==> src/tcaw_pkg.sv <==
`default_nettype none
package tcaw_pkg;

  localparam int CELL_W     = 11;
  localparam int CFG_IDX_W  = 1;
  localparam int CFG_DATA_W = 32;

  // Register indexes of the configuration port.
  localparam logic [CFG_IDX_W-1:0] CFG_FG_PALETTE = 1'd0;
  localparam logic [CFG_IDX_W-1:0] CFG_ERROR_ATTR = 1'd1;

  localparam logic [31:0] FG_PALETTE_RESET = 32'hF3D1_E240;
  localparam logic [7:0]  ERROR_ATTR_RESET = 8'h0D;

  localparam logic [7:0] CH_NUL    = 8'h00;
  localparam logic [7:0] CH_NL     = 8'h0A;
  localparam logic [7:0] CH_ESC    = 8'h1B;
  localparam logic [7:0] CH_LBRACK = 8'h5B;
  localparam logic [7:0] CH_M      = 8'h6D;
  localparam logic [7:0] CH_SEMI   = 8'h3B;
  localparam logic [7:0] CH_ZERO   = 8'h30;
  localparam logic [7:0] CH_THREE  = 8'h33;
  localparam logic [7:0] CH_SEVEN  = 8'h37;
  localparam logic [7:0] CH_G      = 8'h47;

  localparam int Q_DEPTH = 4;
  localparam int Q_PTR_W = 2;

  typedef enum logic [2:0] {
    PH_TEXT,
    PH_ESC,
    PH_BRACKET,
    PH_ZERO,
    PH_SEMI,
    PH_THREE,
    PH_DIGIT
  } phase_t;

  typedef struct packed {
    logic [31:0] fg_palette;
    logic [7:0]  error_attr;
  } cfg_t;

  typedef struct packed {
    logic [7:0] ch;
    logic       start_req;
    logic [7:0] start_col;
    logic [7:0] start_row;
    logic [7:0] base_attr;
  } char_item_t;

  typedef struct packed {
    logic [CELL_W-1:0] cell_address;
    logic [7:0]        cell_char;
    logic [7:0]        cell_attr;
    logic [CELL_W-1:0] cursor_pos;
    logic              last;
  } cell_result_t;

  typedef struct packed {
    logic [1:0]   cnt;
    cell_result_t first;
    cell_result_t second;
  } push_t;

endpackage
`default_nettype wire

==> src/tcaw_if.sv <==
`default_nettype none
interface tcaw_char_if;
  logic       valid;
  logic       ready;
  logic [7:0] ch;
  logic       start_req;
  logic [7:0] start_col;
  logic [7:0] start_row;
  logic [7:0] base_attr;

  modport source (output valid, ch, start_req, start_col, start_row, base_attr,
                  input ready);
  modport sink (input valid, ch, start_req, start_col, start_row, base_attr,
                output ready);
endinterface

interface tcaw_cell_if;
  import tcaw_pkg::*;
  logic              valid;
  logic              ready;
  logic [CELL_W-1:0] cell_address;
  logic [7:0]        cell_char;
  logic [7:0]        cell_attr;
  logic [CELL_W-1:0] cursor_pos;
  logic              last;

  modport source (output valid, cell_address, cell_char, cell_attr, cursor_pos, last,
                  input ready);
  modport sink (input valid, cell_address, cell_char, cell_attr, cursor_pos, last,
                output ready);
endinterface
`default_nettype wire

==> src/tcaw_core.sv <==
`default_nettype none
module tcaw_core #(
  parameter int COLUMNS = 80,
  parameter int ROWS    = 25
) (
  input  logic           clk,
  input  logic           rst,
  input  tcaw_pkg::cfg_t cfg,
  input  logic           room,
  tcaw_char_if.sink      char_in,
  output tcaw_pkg::push_t push
);
  import tcaw_pkg::*;

  localparam int COL_W = (COLUMNS > 1) ? $clog2(COLUMNS) : 1;
  localparam int ROW_W = (ROWS > 1) ? $clog2(ROWS) : 1;
  localparam int LIN_W = $clog2(COLUMNS * ROWS + 1);

  localparam logic [COL_W-1:0] COL_LAST = COL_W'(COLUMNS - 1);
  localparam logic [ROW_W-1:0] ROW_LAST = ROW_W'(ROWS - 1);

  char_item_t item;
  logic       in_vld;
  logic       fire;

  phase_t           phase;
  logic [COL_W-1:0] cursor_col;
  logic [ROW_W-1:0] cursor_row;
  logic [7:0]       current_attr;
  logic [7:0]       saved_attr;

  phase_t           phase_next;
  logic [COL_W-1:0] cursor_col_next;
  logic [ROW_W-1:0] cursor_row_next;
  logic [7:0]       current_attr_next;
  logic [7:0]       saved_attr_next;

  phase_t           ph0;
  logic [COL_W-1:0] col0;
  logic [ROW_W-1:0] row0;
  logic [7:0]       cur0;
  logic [COL_W-1:0] col_g;
  logic [ROW_W-1:0] row_g;
  logic             g_cell;
  logic             do_plain;
  logic             plain_put;
  logic [3:0]       pal_nib;
  cell_result_t     g_res;
  cell_result_t     p_res;

  // Start positions are reduced through constant tables built at elaboration.
  logic [COL_W-1:0] col_tab [256];
  logic [ROW_W-1:0] row_tab [256];

  for (genvar i = 0; i < 256; i++) begin : g_mod_tab
    assign col_tab[i] = COL_W'(i % COLUMNS);
    assign row_tab[i] = ROW_W'(i % ROWS);
  end

  function automatic logic [ROW_W+COL_W-1:0] advance(input logic [ROW_W-1:0] r,
                                                      input logic [COL_W-1:0] c);
    logic [ROW_W-1:0] nr;
    logic [COL_W-1:0] nc;
    nr = r;
    nc = c + COL_W'(1);
    if (c == COL_LAST) begin
      nc = '0;
      nr = (r == ROW_LAST) ? '0 : r + ROW_W'(1);
    end
    return {nr, nc};
  endfunction

  function automatic cell_result_t make_cell(input logic [ROW_W-1:0] r,
                                             input logic [COL_W-1:0] c,
                                             input logic [7:0] chr,
                                             input logic [7:0] attr,
                                             input logic lst);
    cell_result_t res;
    logic [LIN_W-1:0] lin;
    lin              = LIN_W'(r) * LIN_W'(COLUMNS) + LIN_W'(c);
    res.cell_address = CELL_W'(lin);
    res.cell_char    = chr;
    res.cell_attr    = attr;
    res.cursor_pos   = CELL_W'(lin + LIN_W'(1));
    res.last         = lst;
    return res;
  endfunction

  assign fire          = in_vld && room;
  assign char_in.ready = !in_vld || fire;

  always_ff @(posedge clk) begin
    if (rst) begin
      in_vld <= 1'b0;
    end else if (char_in.valid && char_in.ready) begin
      in_vld <= 1'b1;
    end else if (fire) begin
      in_vld <= 1'b0;
    end
  end

  always_ff @(posedge clk) begin
    if (char_in.valid && char_in.ready) begin
      item <= '{ch: char_in.ch, start_req: char_in.start_req,
                start_col: char_in.start_col, start_row: char_in.start_row,
                base_attr: char_in.base_attr};
    end
  end

  always_ff @(posedge clk) begin
    if (rst) begin
      phase        <= PH_TEXT;
      cursor_col   <= '0;
      cursor_row   <= '0;
      current_attr <= '0;
      saved_attr   <= '0;
    end else if (fire) begin
      phase        <= phase_next;
      cursor_col   <= cursor_col_next;
      cursor_row   <= cursor_row_next;
      current_attr <= current_attr_next;
      saved_attr   <= saved_attr_next;
    end
  end

  // A start request replaces the state before the character is looked at.
  assign ph0  = item.start_req ? PH_TEXT : phase;
  assign col0 = item.start_req ? col_tab[item.start_col] : cursor_col;
  assign row0 = item.start_req ? row_tab[item.start_row] : cursor_row;
  assign cur0 = item.start_req ? item.base_attr : current_attr;
  assign saved_attr_next = item.start_req ? item.base_attr : saved_attr;

  assign pal_nib = 4'(cfg.fg_palette >> {item.ch[2:0], 2'b00});

  // Next parse phase and the action the character calls for.
  always_comb begin
    phase_next        = PH_TEXT;
    g_cell            = 1'b0;
    do_plain          = 1'b0;
    current_attr_next = cur0;
    case (ph0)
      PH_TEXT: begin
        do_plain = 1'b1;
      end
      PH_ESC: begin
        if (item.ch == CH_LBRACK) phase_next = PH_BRACKET;
        else do_plain = 1'b1;
      end
      PH_BRACKET: begin
        if (item.ch == CH_ZERO) phase_next = PH_ZERO;
        else do_plain = 1'b1;
      end
      PH_ZERO: begin
        if (item.ch == CH_M) begin
          current_attr_next = saved_attr;
          phase_next        = PH_TEXT;
        end else if (item.ch == CH_SEMI) begin
          phase_next = PH_SEMI;
        end else begin
          do_plain = 1'b1;
        end
      end
      PH_SEMI: begin
        if (item.ch == CH_THREE) phase_next = PH_THREE;
        else do_plain = 1'b1;
      end
      PH_THREE: begin
        if (item.ch inside {[CH_ZERO:CH_SEVEN]}) begin
          current_attr_next = {cur0[7:4], pal_nib};
          phase_next        = PH_DIGIT;
        end else begin
          g_cell = 1'b1;
          if (item.ch == CH_M) phase_next = PH_TEXT;
          else do_plain = 1'b1;
        end
      end
      PH_DIGIT: begin
        if (item.ch == CH_M) phase_next = PH_TEXT;
        else do_plain = 1'b1;
      end
      default: begin
        do_plain = 1'b1;
      end
    endcase
    if (do_plain) begin
      phase_next = (item.ch == CH_ESC) ? PH_ESC : PH_TEXT;
    end
  end

  // Cursor movement and the cell writes.
  always_comb begin
    {row_g, col_g} = g_cell ? advance(row0, col0) : {row0, col0};
    plain_put = do_plain && (item.ch != CH_NUL) && (item.ch != CH_NL) &&
                (item.ch != CH_ESC);
    if (do_plain && (item.ch == CH_NL)) begin
      cursor_row_next = (row_g == ROW_LAST) ? '0 : row_g + ROW_W'(1);
      cursor_col_next = '0;
    end else if (plain_put) begin
      {cursor_row_next, cursor_col_next} = advance(row_g, col_g);
    end else begin
      cursor_row_next = row_g;
      cursor_col_next = col_g;
    end
    g_res = make_cell(row0, col0, CH_G, cfg.error_attr, !plain_put);
    p_res = make_cell(row_g, col_g, item.ch, cur0, 1'b1);
    push.cnt    = fire ? (2'({1'b0, g_cell}) + 2'({1'b0, plain_put})) : 2'd0;
    push.first  = g_cell ? g_res : p_res;
    push.second = p_res;
  end

endmodule
`default_nettype wire

==> src/tcaw_outq.sv <==
`default_nettype none
module tcaw_outq (
  input  logic            clk,
  input  logic            rst,
  input  tcaw_pkg::push_t push,
  output logic            room,
  tcaw_cell_if.source     cell_out
);
  import tcaw_pkg::*;

  cell_result_t       mem [Q_DEPTH];
  logic [Q_PTR_W-1:0] wr_ptr;
  logic [Q_PTR_W-1:0] rd_ptr;
  logic [Q_PTR_W:0]   count;
  logic [Q_PTR_W:0]   count_next;
  logic               pop;
  cell_result_t       head;

  assign pop  = cell_out.valid && cell_out.ready;
  // Room is judged on the registered fill so that the sink's ready does not
  // reach the input side combinationally.
  assign room = count <= (Q_PTR_W + 1)'(Q_DEPTH - 2);
  assign count_next = count + (Q_PTR_W + 1)'(push.cnt) - (Q_PTR_W + 1)'(pop);

  always_ff @(posedge clk) begin
    if (rst) begin
      wr_ptr <= '0;
      rd_ptr <= '0;
      count  <= '0;
    end else begin
      wr_ptr <= wr_ptr + Q_PTR_W'(push.cnt);
      rd_ptr <= rd_ptr + Q_PTR_W'(pop);
      count  <= count_next;
    end
  end

  always_ff @(posedge clk) begin
    if (push.cnt != 2'd0) begin
      mem[wr_ptr] <= push.first;
    end
    if (push.cnt == 2'd2) begin
      mem[wr_ptr + Q_PTR_W'(1)] <= push.second;
    end
  end

  assign head                  = mem[rd_ptr];
  assign cell_out.valid        = count != '0;
  assign cell_out.cell_address = head.cell_address;
  assign cell_out.cell_char    = head.cell_char;
  assign cell_out.cell_attr    = head.cell_attr;
  assign cell_out.cursor_pos   = head.cursor_pos;
  assign cell_out.last         = head.last;

endmodule
`default_nettype wire

==> src/text_console_ansi_color_writer_unit.sv <==
// A character accepted on char_in is registered and decoded from that register;
// once the result queue has room, its cell writes enter the queue, from
// which the first is offered on cell_out.
// Throughput: one character per cycle while the queue has room; a character
// that raises an error marker and also prints gives two cell writes, which
// leave one per cycle while cell_out is ready, via a four-entry result queue.
// Reset (synchronous, rst high): parser to plain text, cursor and attributes to
// zero, palette and error attribute to their defaults, queue emptied.
`default_nettype none
module text_console_ansi_color_writer_unit #(
  parameter int COLUMNS = 80,
  parameter int ROWS    = 25
) (
  input  logic                            clk,
  input  logic                            rst,
  input  logic                            cfg_we,
  input  logic [tcaw_pkg::CFG_IDX_W-1:0]  cfg_index,
  input  logic [tcaw_pkg::CFG_DATA_W-1:0] cfg_wdata,
  tcaw_char_if.sink                       char_in,
  tcaw_cell_if.source                     cell_out
);
  import tcaw_pkg::*;

  cfg_t  cfg;
  push_t push;
  logic  room;

  always_ff @(posedge clk) begin
    if (rst) begin
      cfg.fg_palette <= FG_PALETTE_RESET;
      cfg.error_attr <= ERROR_ATTR_RESET;
    end else if (cfg_we) begin
      case (cfg_index)
        CFG_FG_PALETTE: cfg.fg_palette <= cfg_wdata;
        CFG_ERROR_ATTR: cfg.error_attr <= cfg_wdata[7:0];
        default: ;
      endcase
    end
  end

  tcaw_core #(
    .COLUMNS (COLUMNS),
    .ROWS    (ROWS)
  ) u_core (
    .clk     (clk),
    .rst     (rst),
    .cfg     (cfg),
    .room    (room),
    .char_in (char_in),
    .push    (push)
  );

  tcaw_outq u_outq (
    .clk      (clk),
    .rst      (rst),
    .push     (push),
    .room     (room),
    .cell_out (cell_out)
  );

endmodule
`default_nettype wire

==> src/flat_wrapper.sv <==
// flat-port wrapper written by rule: the top's interface ports become plain ports
module text_console_ansi_color_writer_unit_flat import tcaw_pkg::*;
#(
  parameter int COLUMNS = 80,
  parameter int ROWS    = 25
)
  (clk, rst, cfg_we, cfg_index, cfg_wdata, char_in_valid, char_in_ch, char_in_start_req, char_in_start_col, char_in_start_row, char_in_base_attr, char_in_ready, cell_out_valid, cell_out_cell_address, cell_out_cell_char, cell_out_cell_attr, cell_out_cursor_pos, cell_out_last, cell_out_ready);
  tcaw_char_if char_in_i ();
  tcaw_cell_if cell_out_i ();
  input  logic clk;
  input  logic rst;
  input  logic cfg_we;
  input  logic [tcaw_pkg::CFG_IDX_W-1:0] cfg_index;
  input  logic [tcaw_pkg::CFG_DATA_W-1:0] cfg_wdata;
  input wire logic [$bits(char_in_i.valid)-1:0] char_in_valid;
  input wire logic [$bits(char_in_i.ch)-1:0] char_in_ch;
  input wire logic [$bits(char_in_i.start_req)-1:0] char_in_start_req;
  input wire logic [$bits(char_in_i.start_col)-1:0] char_in_start_col;
  input wire logic [$bits(char_in_i.start_row)-1:0] char_in_start_row;
  input wire logic [$bits(char_in_i.base_attr)-1:0] char_in_base_attr;
  output wire logic [$bits(char_in_i.ready)-1:0] char_in_ready;
  output wire logic [$bits(cell_out_i.valid)-1:0] cell_out_valid;
  output wire logic [$bits(cell_out_i.cell_address)-1:0] cell_out_cell_address;
  output wire logic [$bits(cell_out_i.cell_char)-1:0] cell_out_cell_char;
  output wire logic [$bits(cell_out_i.cell_attr)-1:0] cell_out_cell_attr;
  output wire logic [$bits(cell_out_i.cursor_pos)-1:0] cell_out_cursor_pos;
  output wire logic [$bits(cell_out_i.last)-1:0] cell_out_last;
  input wire logic [$bits(cell_out_i.ready)-1:0] cell_out_ready;
  assign char_in_i.valid = char_in_valid;
  assign char_in_i.ch = char_in_ch;
  assign char_in_i.start_req = char_in_start_req;
  assign char_in_i.start_col = char_in_start_col;
  assign char_in_i.start_row = char_in_start_row;
  assign char_in_i.base_attr = char_in_base_attr;
  assign char_in_ready = char_in_i.ready;
  assign cell_out_valid = cell_out_i.valid;
  assign cell_out_cell_address = cell_out_i.cell_address;
  assign cell_out_cell_char = cell_out_i.cell_char;
  assign cell_out_cell_attr = cell_out_i.cell_attr;
  assign cell_out_cursor_pos = cell_out_i.cursor_pos;
  assign cell_out_last = cell_out_i.last;
  assign cell_out_i.ready = cell_out_ready;
  text_console_ansi_color_writer_unit #(.COLUMNS(COLUMNS), .ROWS(ROWS)) u_core (.clk(clk), .rst(rst), .cfg_we(cfg_we), .cfg_index(cfg_index), .cfg_wdata(cfg_wdata), .char_in(char_in_i), .cell_out(cell_out_i));
endmodule
==> config.mk <==
export PLATFORM = sky130hd
export DESIGN_NAME = text_console_ansi_color_writer_unit_flat
export DESIGN_NICKNAME = d
export VERILOG_FILES = /design/src/tcaw_pkg.sv /design/src/tcaw_if.sv /design/src/tcaw_core.sv /design/src/tcaw_outq.sv /design/src/text_console_ansi_color_writer_unit.sv /design/src/flat_wrapper.sv
export SDC_FILE = /design/constraint.sdc
export NUM_CORES = 1
export LEC_CHECK = 0
export ABC_AREA = 0
export BUFFER_PORTS_ARGS = -buffer_cell sky130_fd_sc_hd__buf_4
export CORE_ASPECT_RATIO = 1.2
export CORE_UTILIZATION = 30
export CTS_CLUSTER_SIZE = 30
export DETAILED_ROUTE_END_ITERATION = 10
export GPL_TIMING_DRIVEN = 0
export SLEW_MARGIN = 20
export SYNTH_ARGS = -nofsm -noshare
export SYNTH_HDL_FRONTEND = slang
export SYNTH_SLANG_ARGS = --single-unit
export TNS_END_PERCENT = 50
==> constraint.sdc <==
create_clock -name clk -period 8.02 [get_ports clk]
set_input_delay 1.604 -clock clk [delete_from_list [all_inputs] [get_ports clk]]
set_output_delay 1.604 -clock clk [all_outputs]
set_load 0.05 [all_outputs]
==> run metrics, run 1 <==
initial antenna violation count 0; buffer type at the clock tree root clkbuf_16; Worst setup EP type flip-flop; PostCTS Resize Cnt 0; Critical Path RT 8.32 ns; sequential share of the synthesized area about 46%; period utilisation layout around 92%; drc violations 0; Startpoint Class flip-flop; Syn Nets between 1500 and 2000; routability cong. 0.9375; vias about 13000; Slew @ Worst Pin approximately 1.1 ns; # port buffers 110; FF/Latch Area around 7200 um2; CP most frequent cell ha_1; setup tns final 0 ns; I/O pin count 112; max incr delay on CP approximately 0.54 ns; average size of a mapped cell around 11 um2; die width roughly 210 um; Starting Density roughly 30%; vias per cell around 5.5; share of layout cells above drive strength 1 between 15 and 20%; Hold Buf Count CTS 0; clock sink count about 270; Max Slew Vio Count 0; CP Max Fanout 10; Final Critical Period 7.358 ns; final setup vio count 0; reg2reg start u_core.u_core.item[9]$_DFFE_PP_; largest net degree at the start of global routing 44; Reg2Reg Setup Slack 0.66 ns; mux contribution to synthesized area roughly 9%; reg-to-reg critical path endpoint u_core.u_outq.mem[2][11]$_DFFE_PP_; Post-synth ARST share 0%; Rows 91; outcome finished clean; Top FF cell, synth edfxtp_1; Die Y 252.7 um; DP HPWL 37040 um; GRT Total Usage a little under a fifth; # Max-Cap Violations 0; Crit-path slowest cell fa_1; HP Start u_core.u_core.cursor_col[6]$_SDFFE_PP0P_; Slew HR between 20 and 30%; grt ovf 0; CP Class flip-flop to flip-flop; Syn. warnings 0; vias in the first global route 13034; clock skew around 0.020 ns; Setup Fix Bufs, Post-CTS 0; DP Area 17460 um2; Clock transition at path regs about 0.06 ns; RSZ-0062 raised after global routing no; ANT nets after route 0; H-Tree Depth 1; Core ar. between 50000 and 60000 um2; CTS tree yes; area of the multi-input gates around 7800 um2; HP Class flip-flop to flip-flop; P per Cell Area ~260 nW/um2; DRT Wirelength around 50000 um; clock buffer depth 3; fin area 18380 um2; 1st-pass router iterations 7; Unique masters post-synth about 100; Hold WS ~0.45 ns; Adder-Cell Fraction of Synth Area 4.222%; # diodes 0; largest family of logic cells by synthesized area compound AO/OA/AOI/OAI gates; Clk Latency, worst-skew pair roughly 0.58 ns; Leakage 6.400 nW; Hold Path Sink u_core.u_core.cursor_col[6]$_SDFFE_PP0P_; VDD IR max approximately 0.16 mV; synthesized cell area between 15000 and 20000 um2; Reg2Reg Depth 25; Worst EP arrival 7.65 ns; Routed WL per cell about 21 um; 1st-iter DRT viols 1235; Seq cells post-synth around 270; Syn-to-layout area delta 17.04%; xor/xnor share of the synthesized area under 10%; Final Net Count ~1800; CTS Buf Count 29; Fillers 5108; Die ar. 53280 um2; Synth Area in Compound Gates between 10% and 20%; Hold Crit Depth 2; instance count of the mapped netlist between 1000 and 1500; first-pass GRT wire length approximately 76000 um; fmax 0.1359 GHz; Post-Synth Simple-Gate Area around 16%; final hold violation count 0; Post-synth EDFFs 185
sequential cells by signal, indices dropped and copies added, names as in the netlist:
name and count:
u_core.u_outq.mem 156, u_core.cfg 40, u_core.u_core.item 25, u_core.u_core.current_attr 8, u_core.u_core.push 8, u_core.u_core.saved_attr 8
u_core.u_core.cursor_col 7, u_core.u_core.cursor_row 5, u_core.u_core.phase 3, u_core.u_outq.count 3, u_core.u_outq.rd_ptr 2, u_core.u_outq.wr_ptr 2
u_core.u_core.in_vld 1
layer usage:
layer	wire length (um)	vias to the layer above	GRT usage (%)
li1	-	5973	-
met4	2019	0	8.530
met5	0	-	0
met2	24460	539	31.73
met1	20640	6422	23.44
met3	2741	113	1.814
layout by cell type (no fill, tap or decap), types with 9 or more instances in the layout:
master	count
nand2_1	178
buf_4	114
o32ai_1	9
ha_1	45
xor2_1	19
buf_1	14
edfxtp_1	185
o22ai_1	92
mux4_2	47
nor2_1	89
buf_2	17
nand2b_1	25
clkbuf_16	29
o21ai_0	60
nand3_1	29
a21o_1	10
mux2i_1	21
a21oi_1	79
inv_1	34
and2_1	22
buf_6	12
clkbuf_1	76
a211oi_1	12
o211ai_1	14
a22o_1	18
o21a_1	21
xnor2_1	27
dfxtp_1	83
nor2b_1	17
nand3b_1	23
a221oi_1	14
nor3_1	28
final cells by class:
class	count	share of cell area, %
multi-input combinational	1079	42.65
sequential	268	39.26
tap	697	4.744
timing repair buffer	111	4.642
clock buffer	43	4.363
buffer	113	3.001
inverter	35	0.7146
clock inverter	10	0.6330
critical path: cells and delay by family, from the launching register on:
kind            cells  cell delay, ns
fa+ha+maj           5            1.82
compound gates      7            1.61
buf+inv             5            1.40
simple gates        6            1.31
flops               1            0.50
xor+xnor            1            0.22
mux                 1            0.20
worst max path at each step:
| stage | from | endpoint | slack, ns | cells past startpoint |
|---|---|---|---|---|
| after floorplan | u_core.u_core.item[9]$_DFFE_PP_ | u_core.u_outq.mem[2][11]$_DFFE_PP_ | 1.97 | 25 |
| after global placement | u_core.u_core.item[9]$_DFFE_PP_ | u_core.u_outq.mem[2][11]$_DFFE_PP_ | 0.85 | 25 |
| after detailed placement | u_core.u_core.item[9]$_DFFE_PP_ | u_core.u_outq.mem[2][11]$_DFFE_PP_ | 0.73 | 25 |
| after CTS | u_core.u_core.item[9]$_DFFE_PP_ | u_core.u_outq.mem[2][11]$_DFFE_PP_ | 0.70 | 25 |
| after global routing | u_core.u_core.item[9]$_DFFE_PP_ | u_core.u_outq.mem[2][11]$_DFFE_PP_ | 0.12 | 25 |
| final | u_core.u_core.item[9]$_DFFE_PP_ | u_core.u_outq.mem[2][11]$_DFFE_PP_ | 0.66 | 25 |
per-stage QoR:
| stage | setup slack (ns) | utilization [%] | std cells | power, W |
|---|---|---|---|---|
| 6_report | 0.6616 | 35.64 | 2356 | 0.004750 |
| 5_1_grt | 0.1167 | 35.64 | 2356 | 0.004964 |
| 4_1_cts | 0.6994 | 35.64 | 2356 | 0.004771 |
| 3_5_place_dp | 0.7277 | 33.86 | 2303 | 0.003462 |
| 3_3_place_gp | 0.8502 | 33.75 | 2302 | 0.003439 |
| 2_1_floorplan | 1.975 | - | 1495 | 0.002928 |
cell usage after synthesis, types with 14 or more instances:
master,number,area (um2)
edfxtp_1,185,5555
nand2_1,182,683.2
o22ai_1,92,575.6
nor2_1,89,334.1
dfxtp_1,83,1662
a21oi_1,79,395.4
clkbuf_1,65,244.0
o21ai_0,60,300.3
mux4_2,47,1059
ha_1,45,563.0
inv_1,34,127.6
nand3_1,29,145.1
nor3_1,28,140.1
xnor2_1,27,236.5
nand2b_1,25,156.4
and2_1,23,143.9
nand3b_1,23,172.7
mux2i_1,21,210.2
o21a_1,21,157.7
xor2_1,19,166.4
a22o_1,18,157.7
buf_2,17,85.08
nor2b_1,17,106.4
buf_1,15,56.30
a221oi_1,14,122.6
o211ai_1,14,105.1
report_power, final:
| part | leakage [nW] | switching [W] | internal [W] |
|---|---|---|---|
| Sequential | 2.35 | 0.0000561 | 0.00159 |
| Clock | 0.449 | 0.000557 | 0.000757 |
| Combinational | 3.60 | 0.00117 | 0.000618 |
cell families after synthesis:
family / Yosys count
buffers and inverters: 148
xor gates and xnor gates: 47
muxes: 78
adders and majority gates: 50
AOI/OAI and AO/OA: 416
DFF: 268
and+or+nand+nor: 488
Note: power is estimated with default switching activity, not from simulation.
==> run 2: changes to the inputs <==
--- a/config.mk
+++ b/config.mk
@@ -8,12 +8,14 @@
 export ABC_AREA = 0
 export BUFFER_PORTS_ARGS = -buffer_cell sky130_fd_sc_hd__buf_4
 export CORE_ASPECT_RATIO = 1.2
-export CORE_UTILIZATION = 30
+export CORE_UTILIZATION = 62
 export CTS_CLUSTER_SIZE = 30
 export DETAILED_ROUTE_END_ITERATION = 10
 export GPL_TIMING_DRIVEN = 0
+export PLACE_DENSITY = 0.81
 export SLEW_MARGIN = 20
 export SYNTH_ARGS = -nofsm -noshare
 export SYNTH_HDL_FRONTEND = slang
+export SYNTH_HIERARCHICAL = 1
 export SYNTH_SLANG_ARGS = --single-unit
 export TNS_END_PERCENT = 50
==> run 2 against run 1 <==
Via count down 3.5%; sequential share of layout area down 0.91 points; design area up 2.9%; non-clock buffer count up 6; utilization up 36 points; area after synthesis up 5.2%; sequential power up 4%; cell count down 18%; hold slack better by 0.0067 ns; power up 1.4%; critical path type unchanged.
==> run metrics, run 2 <==
reg-to-reg critical path endpoint u_core/u_outq/mem[0][10]$_DFFE_PP_; Routed WL per cell roughly 23 um; most common library cells after synthesis 189 x edfxtp_1, 162 x mux2_2, 99 x nor2_1, 87 x nand2_1, 79 x dfxtp_1; Syn Nets between 1500 and 2000; Clk Latency, worst-skew pair around 0.55 ns; outcome finished clean; H-Tree Depth 1; Final Critical Period about 7.5 ns; Syn-to-layout area delta 14.49%; Slew @ Worst Pin approximately 0.90 ns; Leakage ~7.0 nW; Clock transition at path regs about 0.06 ns; Core ar. around 26000 um2; ranking of synthesized cells by area edfxtp_1 34%, mux2_2 11%, dfxtp_1 9.6%, mux4_2 6.7%, ha_1 3.1%; Seq cells post-synth between 200 and 300; Yosys top cell area share between 30% and 40%; ANT nets after route 0; most frequent cells in the layout 189 x edfxtp_1, 162 x mux2_2, 134 x buf_4, 97 x nor2_1, 87 x nand2_1; largest net degree at the start of global routing 26; final hold violation count 0; Critical Path RT around 8.3 ns; Worst EP arrival slightly below 8 ns; RSZ-0062 raised after global routing no; clock skew around 0.023 ns; GRT Total Usage 33.25%; 1st-pass router iterations 5; max reg flops 156; final setup vio count 0; synthesized cell area 16530 um2; Setup Fix Bufs, Post-CTS 0; first-pass GRT wire length between 60000 and 70000 um; Post-synth EDFFs 189; # Max-Cap Violations 0; # diodes 0; die width between 150 and 200 um; Die ar. around 27000 um2; HP Class flip-flop to flip-flop; Die Y approximately 180 um; clock sink count 268; DP HPWL ~32000 um; PostCTS Resize Cnt 0; instance count of the mapped netlist roughly 1400; leading area contributor after synthesis edfxtp_1; Rows between 60 and 70; Final Net Count 1700; CP Class flip-flop to flip-flop; vias ~13000; HP Start u_core/u_core/saved_attr[4]$_SDFFE_PP0P_; Syn. warnings 6; sequential share of the synthesized area between 40% and 50%; share of layout cells above drive strength 1 approximately 30%; drc violations 0; VDD IR max between 0.15 and 0.2 mV; grt ovf 0; vias in the first global route roughly 12000; P per Cell Area between 200 and 300 nW/um2; commonest non-fill, non-tap cell in the layout edfxtp_1; Max Slew Vio Count 0; CTS tree yes; Worst setup EP type flip-flop; Hold Buf Count CTS 0; top flop regs u_core/u_outq/mem x156, u_core/cfg x40, u_core/u_core/item x25; Top FF cell, synth edfxtp_1; most common cell in the netlist edfxtp_1; initial antenna violation count 0; Startpoint Class flip-flop; period utilisation layout 93.41%; fin util approximately 72%; Reg2Reg Setup Slack between 0.5 and 0.6 ns; Hold Path Sink u_core/u_core/saved_attr[4]$_SDFFE_PP0P_; routability cong. approximately 0.95; vias per cell 6.499; Unique masters post-synth 96; DP Area ~18000 um2; clock buffer depth 3; Post-synth ARST share 0%; # port buffers ~110; reg2reg start u_core/u_core/item[9]$_DFFE_PP_; CP Max Fanout 10; buffer type at the clock tree root clkbuf_16; Hold Crit Depth 2; Biggest register u_core/u_outq/mem; I/O pin count approximately 110; DRT Wirelength between 40000 and 50000 um; fmax roughly 0.13 GHz; fin area 18930 um2; Starting Density between 60% and 70%; Reg2Reg Depth 25; average size of a mapped cell 11.53 um2; Slew HR 40.24%; 1st-iter DRT viols between 1000 and 1500; CTS Buf Count 27
-- run 2: changes by cell type after synthesis, sizes merged, moves of 15 or more --
cell    change
clkbuf     -36
mux2      +166
o21a       -17
a22o       -16
o21ai      -27
nand3b     -15
nand2b     +28
o22ai      -87
nor3       -17
buf        +33
nand2      -95
a21oi      -21
-- run 2: metrics by stage --
| step | setup TNS, ns | hold slack (ns) | setup slack, ns | total power [W] | instances |
|---|---|---|---|---|---|
| floorplan | 0 | 0.4274 | 2.056 | 0.003050 | 1434 |
| global placement | -24.31 | 0.4381 | -0.6247 | 0.003486 | 1880 |
| detailed placement | 0 | 0.4417 | 0.7292 | 0.003555 | 1889 |
| CTS | 0 | 0.4557 | 0.7061 | 0.004809 | 1937 |
| global route | 0 | 0.4753 | 0.1169 | 0.004999 | 1937 |
| finish | 0 | 0.4570 | 0.5287 | 0.004814 | 1937 |
-- run 2: how the worst max path moves through the flow --
| stage | end | startpoint | cells past startpoint | slack (ns) |
|---|---|---|---|---|
| 6_report | u_core/u_outq/mem[0][10]$_DFFE_PP_ | u_core/u_core/item[9]$_DFFE_PP_ | 25 | 0.53 |
| 5_1_grt | u_core/u_outq/mem[0][10]$_DFFE_PP_ | u_core/u_core/item[9]$_DFFE_PP_ | 25 | 0.12 |
| 4_1_cts | u_core/u_outq/mem[0][10]$_DFFE_PP_ | u_core/u_core/item[9]$_DFFE_PP_ | 25 | 0.71 |
| 3_5_place_dp | u_core/u_outq/mem[0][10]$_DFFE_PP_ | u_core/u_core/item[9]$_DFFE_PP_ | 25 | 0.73 |
| 3_3_place_gp | u_core/u_outq/mem[0][14]$_DFFE_PP_ | u_core/u_core/push[24]$_DFFE_PP_ | 10 | -0.62 |
| 2_1_floorplan | u_core/u_outq/mem[0][11]$_DFFE_PP_ | u_core/u_core/item[8]$_DFFE_PP_ | 25 | 2.06 |
-- run 2: layout make-up --
cell class                 instances  area, um2
multi-input combinational       1014       8541
fill                            1827       7343
sequential                       268       7257
timing repair buffer             120       1074
clock buffer                      32      714.4
buffer                           110      614.3
tap                              335      419.2
inverter                          42      157.7
clock inverter                    16      148.9
-- run 2: per-layer routing --
metal	GRT usage (%)	vias to the layer above	part of all wire (%)
li1	-	5706	-
met1	43.09	6181	40
met2	57.50	615	50
met3	4.192	87	7.0
met4	10.28	0	2.6
met5	0	-	0
-- run 2: critical path, cell delays in order (launching register included) --
cell      delay (ns)
edfxtp_1        0.44
clkbuf_1        0.45
inv_1           0.31
ha_1            0.38
clkbuf_1        0.35
and4bb_2        0.28
a21oi_1         0.04
a311oi_1        0.30
a31oi_1         0.09
o32a_1          0.46
inv_1           0.13
ha_1            0.14
inv_1           0.06
a31o_2          0.25
o311ai_1        0.43
nand2_1         0.27
ha_1            0.35
ha_1            0.16
inv_1           0.05
fa_1            0.55
xor2_1          0.53
nand4_1         0.21
xnor2_1         0.27
nand2_1         0.12
o21ai_0         0.24
mux2_2          0.37
-- run 2: logic make-up (layout without fill, tap and decap cells) --
kind of cell	count (synthesis)	in the layout	share of synthesized area, %
and+or+nand+nor	426	426	14.08
adders and majority gates	46	46	3.709
buffers and inverters	152	320	4.670
muxes	259	259	20.94
xor gates and xnor gates	43	43	2.490
other	1	1	0.02268
AOI/OAI and AO/OA	239	239	10.20
DFF	268	268	43.90
-- run 2: where the power goes --
group	internal [W]	total, W	switching [W]	leakage (nW)
sequential	0.00165	0.00171	0.0000607	2.38
combinational	0.000743	0.00186	0.00111	4.24
clock	0.000703	0.00124	0.000540	0.429
==> run 3: changes to the inputs <==
--- a/config.mk
+++ b/config.mk
@@ -8,11 +8,11 @@
 export ABC_AREA = 0
 export BUFFER_PORTS_ARGS = -buffer_cell sky130_fd_sc_hd__buf_4
 export CORE_ASPECT_RATIO = 1.2
-export CORE_UTILIZATION = 62
+export CORE_UTILIZATION = 66
 export CTS_CLUSTER_SIZE = 30
 export DETAILED_ROUTE_END_ITERATION = 10
 export GPL_TIMING_DRIVEN = 0
-export PLACE_DENSITY = 0.81
+export PLACE_DENSITY = 0.86
 export SLEW_MARGIN = 20
 export SYNTH_ARGS = -nofsm -noshare
 export SYNTH_HDL_FRONTEND = slang
==> constraint.sdc (replaced) <==
create_clock -name clk -period 9.32 [get_ports clk]
set_input_delay 1.864 -clock clk [delete_from_list [all_inputs] [get_ports clk]]
set_output_delay 1.864 -clock clk [all_outputs]
set_load 0.05 [all_outputs]
==> run 3 against run 2 <==
Design area is 0.21% higher; hold slack got worse by 0.0023 ns; maximum frequency shrank 1.8%; register-to-register slack better by 1.2 ns; die area fell by 6.0%; flip-flop and latch count stayed put; critical path depth is the same; largest power group unchanged; highest routed layer unchanged.
==> run metrics, run 3 (synthesis gave the netlist of run 2 again) <==
outcome finished clean; Fillers 1517; die width around 150 um; Setup Fix Bufs, Post-CTS 0; net switching power 0.001501 W; fin util 76.87%; HP Start u_core/u_core/current_attr[7]$_SDFFE_PP0P_; max reg flops around 160; first-pass GRT wire length about 69000 um; final setup vio count 0; Rows 63; Core ar. 24670 um2; max incr delay on CP about 0.54 ns; Slew @ Worst Pin roughly 0.97 ns; P per Cell Area 223.5 nW/um2; Die ar. roughly 26000 um2; VDD IR max between 0.15 and 0.2 mV; Total Power between 0.004 and 0.005 W; Max Slew Vio Count 0; Hold Path Sink u_core/u_core/current_attr[7]$_SDFFE_PP0P_; combinational share of power a little under two fifths; setup tns final 0 ns; clock skew between 0.02 and 0.025 ns; Clock transition at path regs ~0.060 ns; Hold Buf Count CTS 0; Hold Crit Depth 2; Worst EP arrival ~8.1 ns; fmax 0.1311 GHz; Critical Path RT approximately 9.8 ns; DRT Wirelength 44580 um; CTS Buf Count 28; initial antenna violation count 0; Leakage between 7 and 8 nW; switching power share of the total 35.40%; Reg2Reg Depth 25; vias around 13000; Crit-path slowest cell fa_1; vias in the first global route roughly 13000; reg2reg start u_core/u_core/item[9]$_DFFE_PP_; top flop regs u_core/u_outq/mem x156, u_core/cfg x40, u_core/u_core/item x25; GRT Total Usage between 30% and 40%; drc violations 0; largest net degree at the start of global routing 25; 1st-pass router iterations 5; RSZ-0062 raised after global routing no; most frequent cells in the layout 189 x edfxtp_1, 162 x mux2_2, 134 x buf_4, 97 x nor2_1, 87 x nand2_1; # diodes 0; H-Tree Depth 1; routability cong. around 0.99; share of layout cells above drive strength 1 around 31%; Routed WL per cell roughly 23 um; CP Max Fanout 10; Final Net Count between 1500 and 2000; fin area 18970 um2; Startpoint Class flip-flop; Reg2Reg Setup Slack between 1.5 and 2 ns; commonest non-fill, non-tap cell in the layout edfxtp_1; Flop pwr share a little over a third; Biggest register u_core/u_outq/mem; grt ovf 0; clock buffer depth 3; PostCTS Resize Cnt 0; Final Critical Period 7.627 ns; # Max-Cap Violations 0; final hold violation count 0; HP Class flip-flop to flip-flop; CTS tree yes; clock share of power 27.4%; CP Class flip-flop to flip-flop; Hold WS 0.4547 ns; crit path from u_core/u_core/item[9]$_DFFE_PP_; Slew HR a little over a third; Starting Density 67.00%; Worst setup EP type flip-flop; buffer type at the clock tree root clkbuf_16; 1st-iter DRT viols between 1000 and 1500; I/O pin count approximately 110; # port buffers roughly 110; Clk Latency, worst-skew pair ~0.56 ns; period utilisation layout 81.83%; clock sink count 268; vias per cell roughly 6.6; reg-to-reg critical path endpoint u_core/u_outq/mem[0][10]$_DFFE_PP_; DP Area between 15000 and 20000 um2; Syn-to-layout area delta 14.73%; ANT nets after route 0; Die Y around 180 um; cell internal pwr 0.002739 W; DP HPWL 31410 um
run 3: changes by cell type in the layout (fill, tap and decap cells not counted), sizes merged:
cell      change
buf           -2
clkinvlp      +4
bufinv        +2
clkbuf        -2
run 3: how the worst max path moves through the flow:
stage | cells past startpoint | slack [ns] | endpoint
2_1_floorplan | 25 | 3.36 | u_core/u_outq/mem[0][11]$_DFFE_PP_
3_3_place_gp | 12 | 0.87 | u_core/u_outq/mem[0][15]$_DFFE_PP_
3_5_place_dp | 25 | 1.93 | u_core/u_outq/mem[0][10]$_DFFE_PP_
4_1_cts | 25 | 1.92 | u_core/u_outq/mem[0][10]$_DFFE_PP_
5_1_grt | 25 | 1.42 | u_core/u_outq/mem[0][10]$_DFFE_PP_
6_report | 25 | 1.69 | u_core/u_outq/mem[0][10]$_DFFE_PP_
run 3: stage by stage:
step                cells  setup slack (ns)
floorplan            1434             3.356
finish               1929             1.693
detailed placement   1877             1.928
global placement     1870            0.8663
CTS                  1929             1.915
global route         1929             1.416
run 3: metal layers:
layer  track usage, %  vias to the layer above  routed length (um)
li1                 -                     5704                   -
met1            43.16                     6164               17020
met2            61.79                      694               22650
met3            4.052                      109                3434
met4            13.28                        0                1472
met5                0                        -                   0
run 3: cell type report:
| class | instances | area (um2) | share of cell area (%) |
|---|---|---|---|
| multi-input combinational | 1014 | 8541 | 45.03 |
| clock buffer | 30 | 718.2 | 3.787 |
| sequential | 268 | 7257 | 38.26 |
| buffer | 110 | 614.3 | 3.239 |
| clock inverter | 22 | 260.3 | 1.372 |
| timing repair buffer | 118 | 1011 | 5.331 |
| inverter | 42 | 157.7 | 0.8312 |
| tap | 325 | 406.6 | 2.144 |
run 3: power groups by stage:
stage / clock network [W] / registers (W) / logic, W
after global routing: 0.00122 / 0.00148 / 0.00169
after global placement: 0 / 0.00150 / 0.00149
after detailed placement: 0 / 0.00150 / 0.00156
after CTS: 0.00117 / 0.00147 / 0.00158
final: 0.00116 / 0.00148 / 0.00160
after floorplan: 0 / 0.00148 / 0.00114
run 3: worst max-delay path: cells and delay by family (launching register included):
kind                     cells  cell delay (ns)
adder cells (fa/ha/maj)      5             1.60
XOR/XNOR                     2             1.05
flip-flops                   1             0.43
multiplexers                 1             0.28
buffers and inverters        6             1.37
AND/OR/NAND/NOR              4             0.93
AO/OA/AOI/OAI                7             1.85
